[src/gcnms_pkg.sv]
// Shared types and constants for the class-aware suppression block.
package gcnms_pkg;

  localparam int MAX_KEPT   = 64;
  localparam int MAX_BOXES  = 4096;
  localparam int KEPT_W     = $clog2(MAX_KEPT);
  localparam int CNT_W      = $clog2(MAX_KEPT + 1);
  localparam int NUM_W      = $clog2(MAX_BOXES);
  localparam int PIPE_DEPTH = 4;
  localparam logic [7:0] THR_RESET = 8'd115;
  localparam logic [1:0] ADDR_THR  = 2'd0;

  typedef struct packed {
    logic signed [15:0] box_left;
    logic signed [15:0] box_top;
    logic [14:0]        box_width;
    logic [14:0]        box_height;
    logic [6:0]         class_label;
    logic               first_box;
    logic               last_box;
  } box_in_t;

  typedef struct packed {
    logic [11:0] box_number;
    logic        keep;
    logic        list_full;
    logic        frame_end;
  } result_t;

  typedef struct packed {
    logic signed [15:0] left;
    logic signed [15:0] top;
    logic [14:0]        width;
    logic [14:0]        height;
    logic [6:0]         cls;
    logic [29:0]        area;
  } entry_t;

  typedef enum logic [1:0] {
    ST_IDLE,
    ST_SCAN,
    ST_DRAIN,
    ST_DONE
  } state_t;

endpackage

[src/gcnms_cmp.sv]
// Pipelined overlap test of the new box against one retained box.
module gcnms_cmp (
  input  logic               clk,
  input  logic               rst,
  input  logic               valid_in,
  input  gcnms_pkg::entry_t  ent,
  input  gcnms_pkg::box_in_t box,
  input  logic [29:0]        box_area,
  input  logic [7:0]         thr,
  output logic               hit
);

  logic signed [17:0] l_a, l_b, r_a, r_b, t_a, t_b, b_a, b_b;
  logic signed [17:0] dx, dy;
  logic               v1, v2, v3;
  logic [14:0]        dx1, dy1;
  logic [29:0]        karea1, karea2;
  logic [29:0]        inter2, inter3;
  logic [30:0]        uni3;
  logic [38:0]        lhs, rhs;

  always_comb begin
    l_a = 18'(box.box_left);
    l_b = 18'(ent.left);
    r_a = l_a + $signed({3'b000, box.box_width});
    r_b = l_b + $signed({3'b000, ent.width});
    t_a = 18'(box.box_top);
    t_b = 18'(ent.top);
    b_a = t_a + $signed({3'b000, box.box_height});
    b_b = t_b + $signed({3'b000, ent.height});
    dx  = ((r_a < r_b) ? r_a : r_b) - ((l_a > l_b) ? l_a : l_b);
    dy  = ((b_a < b_b) ? b_a : b_b) - ((t_a > t_b) ? t_a : t_b);
    lhs = {1'b0, inter3, 8'd0};
    rhs = 39'(thr) * 39'(uni3);
  end

  always_ff @(posedge clk) begin
    if (rst) begin
      v1  <= 1'b0;
      v2  <= 1'b0;
      v3  <= 1'b0;
      hit <= 1'b0;
    end else begin
      v1  <= valid_in && (ent.cls == box.class_label);
      v2  <= v1;
      v3  <= v2;
      hit <= v3 && (uni3 != '0) && (lhs > rhs);
    end
  end

  always_ff @(posedge clk) begin
    dx1    <= dx[17] ? '0 : dx[14:0];
    dy1    <= dy[17] ? '0 : dy[14:0];
    karea1 <= ent.area;
    inter2 <= dx1 * dy1;
    karea2 <= karea1;
    inter3 <= inter2;
    uni3   <= 31'(box_area) + 31'(karea2) - 31'(inter2);
  end

endmodule

[config.mk]
export PLATFORM = sky130hd
export DESIGN_NAME = gcnms_cmp
export DESIGN_NICKNAME = d
export VERILOG_FILES = /design/src/gcnms_pkg.sv /design/src/gcnms_cmp.sv
export SDC_FILE = /design/constraint.sdc
export NUM_CORES = 2
export LEC_CHECK = 0
export BUFFER_PORTS_ARGS = -buffer_cell sky130_fd_sc_hd__buf_2
export CORE_MARGIN = 2
export CORE_UTILIZATION = 57
export CTS_CLUSTER_DIAMETER = 50
export DETAILED_ROUTE_END_ITERATION = 10
export HOLD_SLACK_MARGIN = 0.02
export PLACE_DENSITY = 0.76
export SYNTH_ARGS = -nofsm -noshare
export SYNTH_HDL_FRONTEND = slang
export SYNTH_SLANG_ARGS = --single-unit
[constraint.sdc]
create_clock -name clk -period 11.7 [get_ports clk]
set_input_delay 2.34 -clock clk [delete_from_list [all_inputs] [get_ports clk]]
set_output_delay 2.34 -clock clk [all_outputs]
set_load 0.01 [all_outputs]
After elaboration in Yosys (flattened, before gate mapping)
Cells that the tools add are included.
Word-level totals
  flip-flop bits (word level): 185
  input port bits: 211
  output and inout bits: 1
Cells by class
  $add $sub $neg: 8
  $mul: 2
  magnitude comparators: 5
  eq/ne operators: 1
  muxes and demuxes: 4
  reduce and logical (&&, ||, !) cells: 4
Operator list (count)
  two-way mux 18 bit: 4
  adder 16 x 16 -> 17 bit: 4
  greater-than comparator 38 x 39 -> 1 bit: 1
  multiplier 8 x 31 -> 39 bit: 1
  subtractor 18 bit: 2
  less-than comparator 17 bit: 2
  greater-than comparator 16 bit: 2
  adder 30 x 30 -> 31 bit: 1
  nonzero test 31 bit: 1
  subtractor 31 x 30 -> 31 bit: 1
  multiplier 15 x 15 -> 30 bit: 1
  == test 7 bit: 1
  logical AND 1 bit: 3

Longest topological paths before layout
  depth after elaboration: 4
  depth in mapped cells: 33
  depth with buffers taken out: 32

Worst setup path after synthesis
No wires, ideal clock.
  path kind: input-to-reg
  start: input ent[52] in the netlist's numbering
  end: register dx1[14]
  setup time: 124 ps
  arrival time: 8275 ps
  path slack: 3301 ps
  stages: 31
  cell sequence: ha_1 -> fa_1 -> a21o_1 -> a21oi_1 -> nor2b_1 -> o21a_1 -> o41ai_4 -> o21bai_1 -> a21o_1 -> xor2_1 -> inv_1 -> ha_1 -> a21o_1 -> a2111oi_0 -> a21oi_1 -> o31ai_1 -> a31oi_4 -> buf_6 -> mux2i_1 -> ha_1 -> inv_1 -> fa_1 -> a21o_1 -> a21oi_1 -> o21bai_1 -> a211oi_1 -> o311ai_0 -> a21o_1 -> a21o_1 -> mux2i_1 -> a31oi_1
Between the ends
  word-level cells in the longest chain between the ends: 4
Ends and longest elaborated chain
  from (decl): line gcnms_cmp.sv:6  | input gcnms_pkg::entry_t ent,
  adder 16 x 16 -> 17 bit *: line gcnms_cmp.sv:26  | r_b = l_b + $signed({3'b000, ent.width});
  less-than comparator 17 bit: line gcnms_cmp.sv:31  | dx = ((r_a < r_b) ? r_a : r_b) - ((l_a > l_b) ? l_a : l_b);
  two-way mux 18 bit *: line gcnms_cmp.sv:31
  subtractor 18 bit *: line gcnms_cmp.sv:31
  to (signal assigned): line gcnms_cmp.sv:52  | dx1 <= dx[17] ? '0 : dx[14:0];
  to (decl): line gcnms_cmp.sv:16  | logic [14:0] dx1, dy1;
Mark *: on every way between the ends. The rest lies on a longest branch, timed or not.
A chain may end at the register's enable or synchronous reset.

Worst setup path in the final report
  start: input thr[6]
  end: register hit
Between the ends
  word-level cells in the longest chain between the ends: 3
Ends and longest elaborated chain
  from (decl): line gcnms_cmp.sv:9  | input logic [7:0] thr,
  multiplier 8 x 31 -> 39 bit: line gcnms_cmp.sv:34  | rhs = 39'(thr) * 39'(uni3);
  greater-than comparator 38 x 39 -> 1 bit: line gcnms_cmp.sv:47  | hit <= v3 && (uni3 != '0) && (lhs > rhs);
  logical AND 1 bit: line gcnms_cmp.sv:47
  to (signal assigned): line gcnms_cmp.sv:47
  to (decl): line gcnms_cmp.sv:10  | output logic hit
Every way passes these cells.

==> impl_metrics.json <==
{
  "io_pins": 212,
  "globalplace.congestion": 0.913,
  "seqCellArea_sq_um": 3700,
  "clk_path_buf_depth": 2,
  "fp.coreArea_sq_um": 49100,
  "postSynthAreaPerCell_sq_um": 8.91,
  "ff2ff_setup_slack_ns": 4.33,
  "whs_endpoint": "karea2[18]$_DFF_P_",
  "cts_buffers": 17,
  "hold_viol_final": 0,
  "synthArstFlopShare_pct": 0,
  "clk_latency_ns": 0.47,
  "post_cts_resized": 0,
  "rows": 81,
  "reg2reg_to": "hit$_SDFF_PP0_",
  "netlist_instances": 3186,
  "antenna_cells": 0,
  "drc": 0,
  "synth_xor_area_share_pct": 4.85,
  "setup_viol": 0,
  "synth-simple-area-share_pct": 16.6,
  "synth_fa_ha_area_share_pct": 43.0,
  "clock_sinks": 185,
  "synth_flop_cell": "dfxtp_1",
  "hold_start": "karea1[18]$_DFF_P_",
  "status": "finished, final reports clean",
  "r2r-start": "uni3[4]$_DFF_P_",
  "cp-end-kind": "flop",
  "antenna_found_initial": 0,
  "fmax_mhz": 109,
  "routed_via_density": 5.41,
  "grt_pass1_wl_um": 107000,
  "postRouteAntennaNets": 0,
  "synthMuxAreaShare_pct": 2.60,
  "worst_r2r_path_depth": 27,
  "synth_edf_count": 0,
  "max_slew_margin_pct": 37.7,
  "die_area_sq_um": 51600,
  "finalNetCount": 4311,
  "htree_levels": 4,
  "syn_area_sq_um": 28400,
  "grt_pass1_vias": 22500,
  "hpwlAfterDp_um": 52100,
  "cts.clk_slew.worst_paths_ns": 0.07,
  "syn_to_final_growth_pct": 7.99,
  "holdWs_ns": 0.326,
  "drive_gt1_share_pct": 8.83,
  "maxCapViolCount": 0,
  "synth-seq-cells": 185,
  "cts_tree": "done",
  "cts_setup_buffers": 0,
  "root_buffer": "clkbuf_16",
  "multi_input_area_sq_um": 22200,
  "synthesis.nets": 4146,
  "drtIter0Drc": 993,
  "grt_use_total_pct": 26.1,
  "gr-total-overflow": 0,
  "cp.arrival_ns": 9.49,
  "fillCellCount": 4268,
  "start_kind": "primary input",
  "io_buffers": 209,
  "rsz0062_at_grt": "no",
  "cp_max_fo": 31,
  "hold_buffers": 0,
  "totalWireLength_um": 63400,
  "critPathKind": "primary input to flop",
  "synthTopCellsByArea": "fa_1 27%, ha_1 16%, dfxtp_1 13%",
  "worstMarginPinSlew_ns": 0.932,
  "wl_per_cell_um": 15.7,
  "drt_pass1_iterations": 5,
  "drv_slew": 0,
  "die_h_um": 227,
  "whs_path_depth": 0,
  "num_vias": 21800,
  "grt_max_degree": 32,
  "dieWidth_um": 227,
  "synth-seq-area-share_pct": 13.1,
  "yosysUniqueCellTypes": 81,
  "worst_ep_required_time_ns": 12.03,
  "synth_top_area_share_pct": 26.6,
  "yosysTopAreaCell": "fa_1",
  "synth_top_family_by_area": "adder cells",
  "setup-tns-final_ns": 0,
  "start_util_pct": 57.8,
  "period_needed_ns": 9.15,
  "fin_crit_sh_pct": 78.2,
  "synth_compound_area_share_pct": 11.2,
  "ys_warn_count": 0,
  "hp-class": "flop to flop",
  "fin_skew_ns": 0.0120
}
==> stage by stage <==
| stage | util (%) | std cells | setup slack [ns] | cell area, sq um |
|---|---|---|---|---|
| 2_1_floorplan | - | 3186 | 3.30 | 28400 |
| 3_5_place_dp | 61.2 | 3996 | 2.21 | 30000 |
| 5_1_grt | 62.5 | 4028 | 2.16 | 30600 |
| 4_1_cts | 62.5 | 4028 | 2.67 | 30600 |
| 6_report | 62.5 | 4028 | 2.55 | 30600 |
| 3_3_place_gp | 61.2 | 3996 | 2.25 | 30000 |
==> worst max path at each step <==
| stage | startpoint | end | slack, ns | cells after the start |
|---|---|---|---|---|
| after floorplan | ent[52] | dx1[14]$_SDFF_PP0_ | 3.30 | 31 |
| after global placement | box[55] | dx1[14]$_SDFF_PP0_ | 2.25 | 28 |
| after detailed placement | thr[6] | hit$_SDFF_PP0_ | 2.21 | 26 |
| after CTS | thr[6] | hit$_SDFF_PP0_ | 2.67 | 26 |
| after global routing | box[55] | dx1[3]$_SDFF_PP0_ | 2.16 | 28 |
| final | thr[6] | hit$_SDFF_PP0_ | 2.55 | 28 |
==> placed cells by master, fill, tap and decap left out, types with 47 or more instances in the layout <==
cell,synthesis,routed
inv_1,579,579
fa_1,377,377
ha_1,372,372
and2_1,286,286
nand2_1,266,266
buf_2,4,209
dfxtp_1,185,185
a21oi_1,131,131
nor2_1,103,103
xnor2_1,97,97
a21o_1,77,77
o21ai_0,61,61
xor2_1,60,60
mux2i_1,59,59
nor3_1,54,54
nand3_1,47,47
==> flip-flops by register name, indices dropped and copies added (netlist names) <==
register	count
inter3	30
uni3	31
karea2	30
hit	1
v3	1
v1	1
v2	1
inter2	30
dx1	15
dy1	15
karea1	30
==> worst max-delay path, cell delays in order <==
cell and delay (ns):
buf_2 0.44, and2_1 0.23, fa_1 0.46, fa_1 0.54, fa_1 0.56, inv_1 0.06, fa_1 0.53, inv_1 0.04
ha_1 0.34, a21oi_1 0.18, o21ai_0 0.10, a31oi_1 0.24, nand2_1 0.23, a21o_1 0.23, a21o_2 0.22, a21o_1 0.17
a21oi_1 0.18, xor2_1 0.19, ha_1 0.28, a21o_1 0.16, a21o_1 0.17, a211o_1 0.29, o211ai_1 0.10, a21oi_1 0.10
o41ai_1 0.74, a21oi_1 0.18, nand2_1 0.09, mux2i_1 0.09
==> cells by family after synthesis <==
| logic type | after synthesis |
|---|---|
| AND/OR/NAND/NOR | 909 |
| adder cells (fa/ha/maj) | 749 |
| buffers and inverters | 650 |
| AO/OA/AOI/OAI | 464 |
| flip-flops | 185 |
| XOR/XNOR | 157 |
| multiplexers | 72 |
==> synthesized netlist by cell type (all sizes together), types with 8 or more instances <==
cell type / n
a21o: 79
nand4: 23
and2: 286
nor4: 16
nand3: 47
mux2: 13
inv: 579
buf: 10
a31oi: 18
a211oi: 20
xor2: 60
nor2b: 32
or2: 8
nand2: 266
mux2i: 59
o21a: 30
dfxtp: 185
o31ai: 10
clkbuf: 60
o21bai: 24
fa: 377
nor2: 104
a21oi: 134
nand2b: 21
ha: 372
xnor2: 97
and3: 14
o21ai: 69
o211ai: 11
or3: 12
nor3: 55
==> final cells by class <==
class                   instances  share of cell area (%)
repair buffers                216                    3.59
clock inverters                11                   0.519
flip-flops and latches        185                    12.1
inverters                     580                    7.10
multi-input cells            2351                    72.5
well taps                     664                    2.71
clock buffers                  21                    1.54
==> per-layer routing <==
layer | vias up | routed length [um] | GRT usage [%]
met3 | 123 | 3370 | 5.33
met2 | 477 | 31600 | 45.8
met1 | 10500 | 26600 | 32.1
li1 | 10600 | - | -
met5 | - | 0 | 0
met4 | 0 | 1820 | 8.39
Power is not shown: default switching activity piles up to over one toggle a cycle in this logic, so the estimate is an artifact.
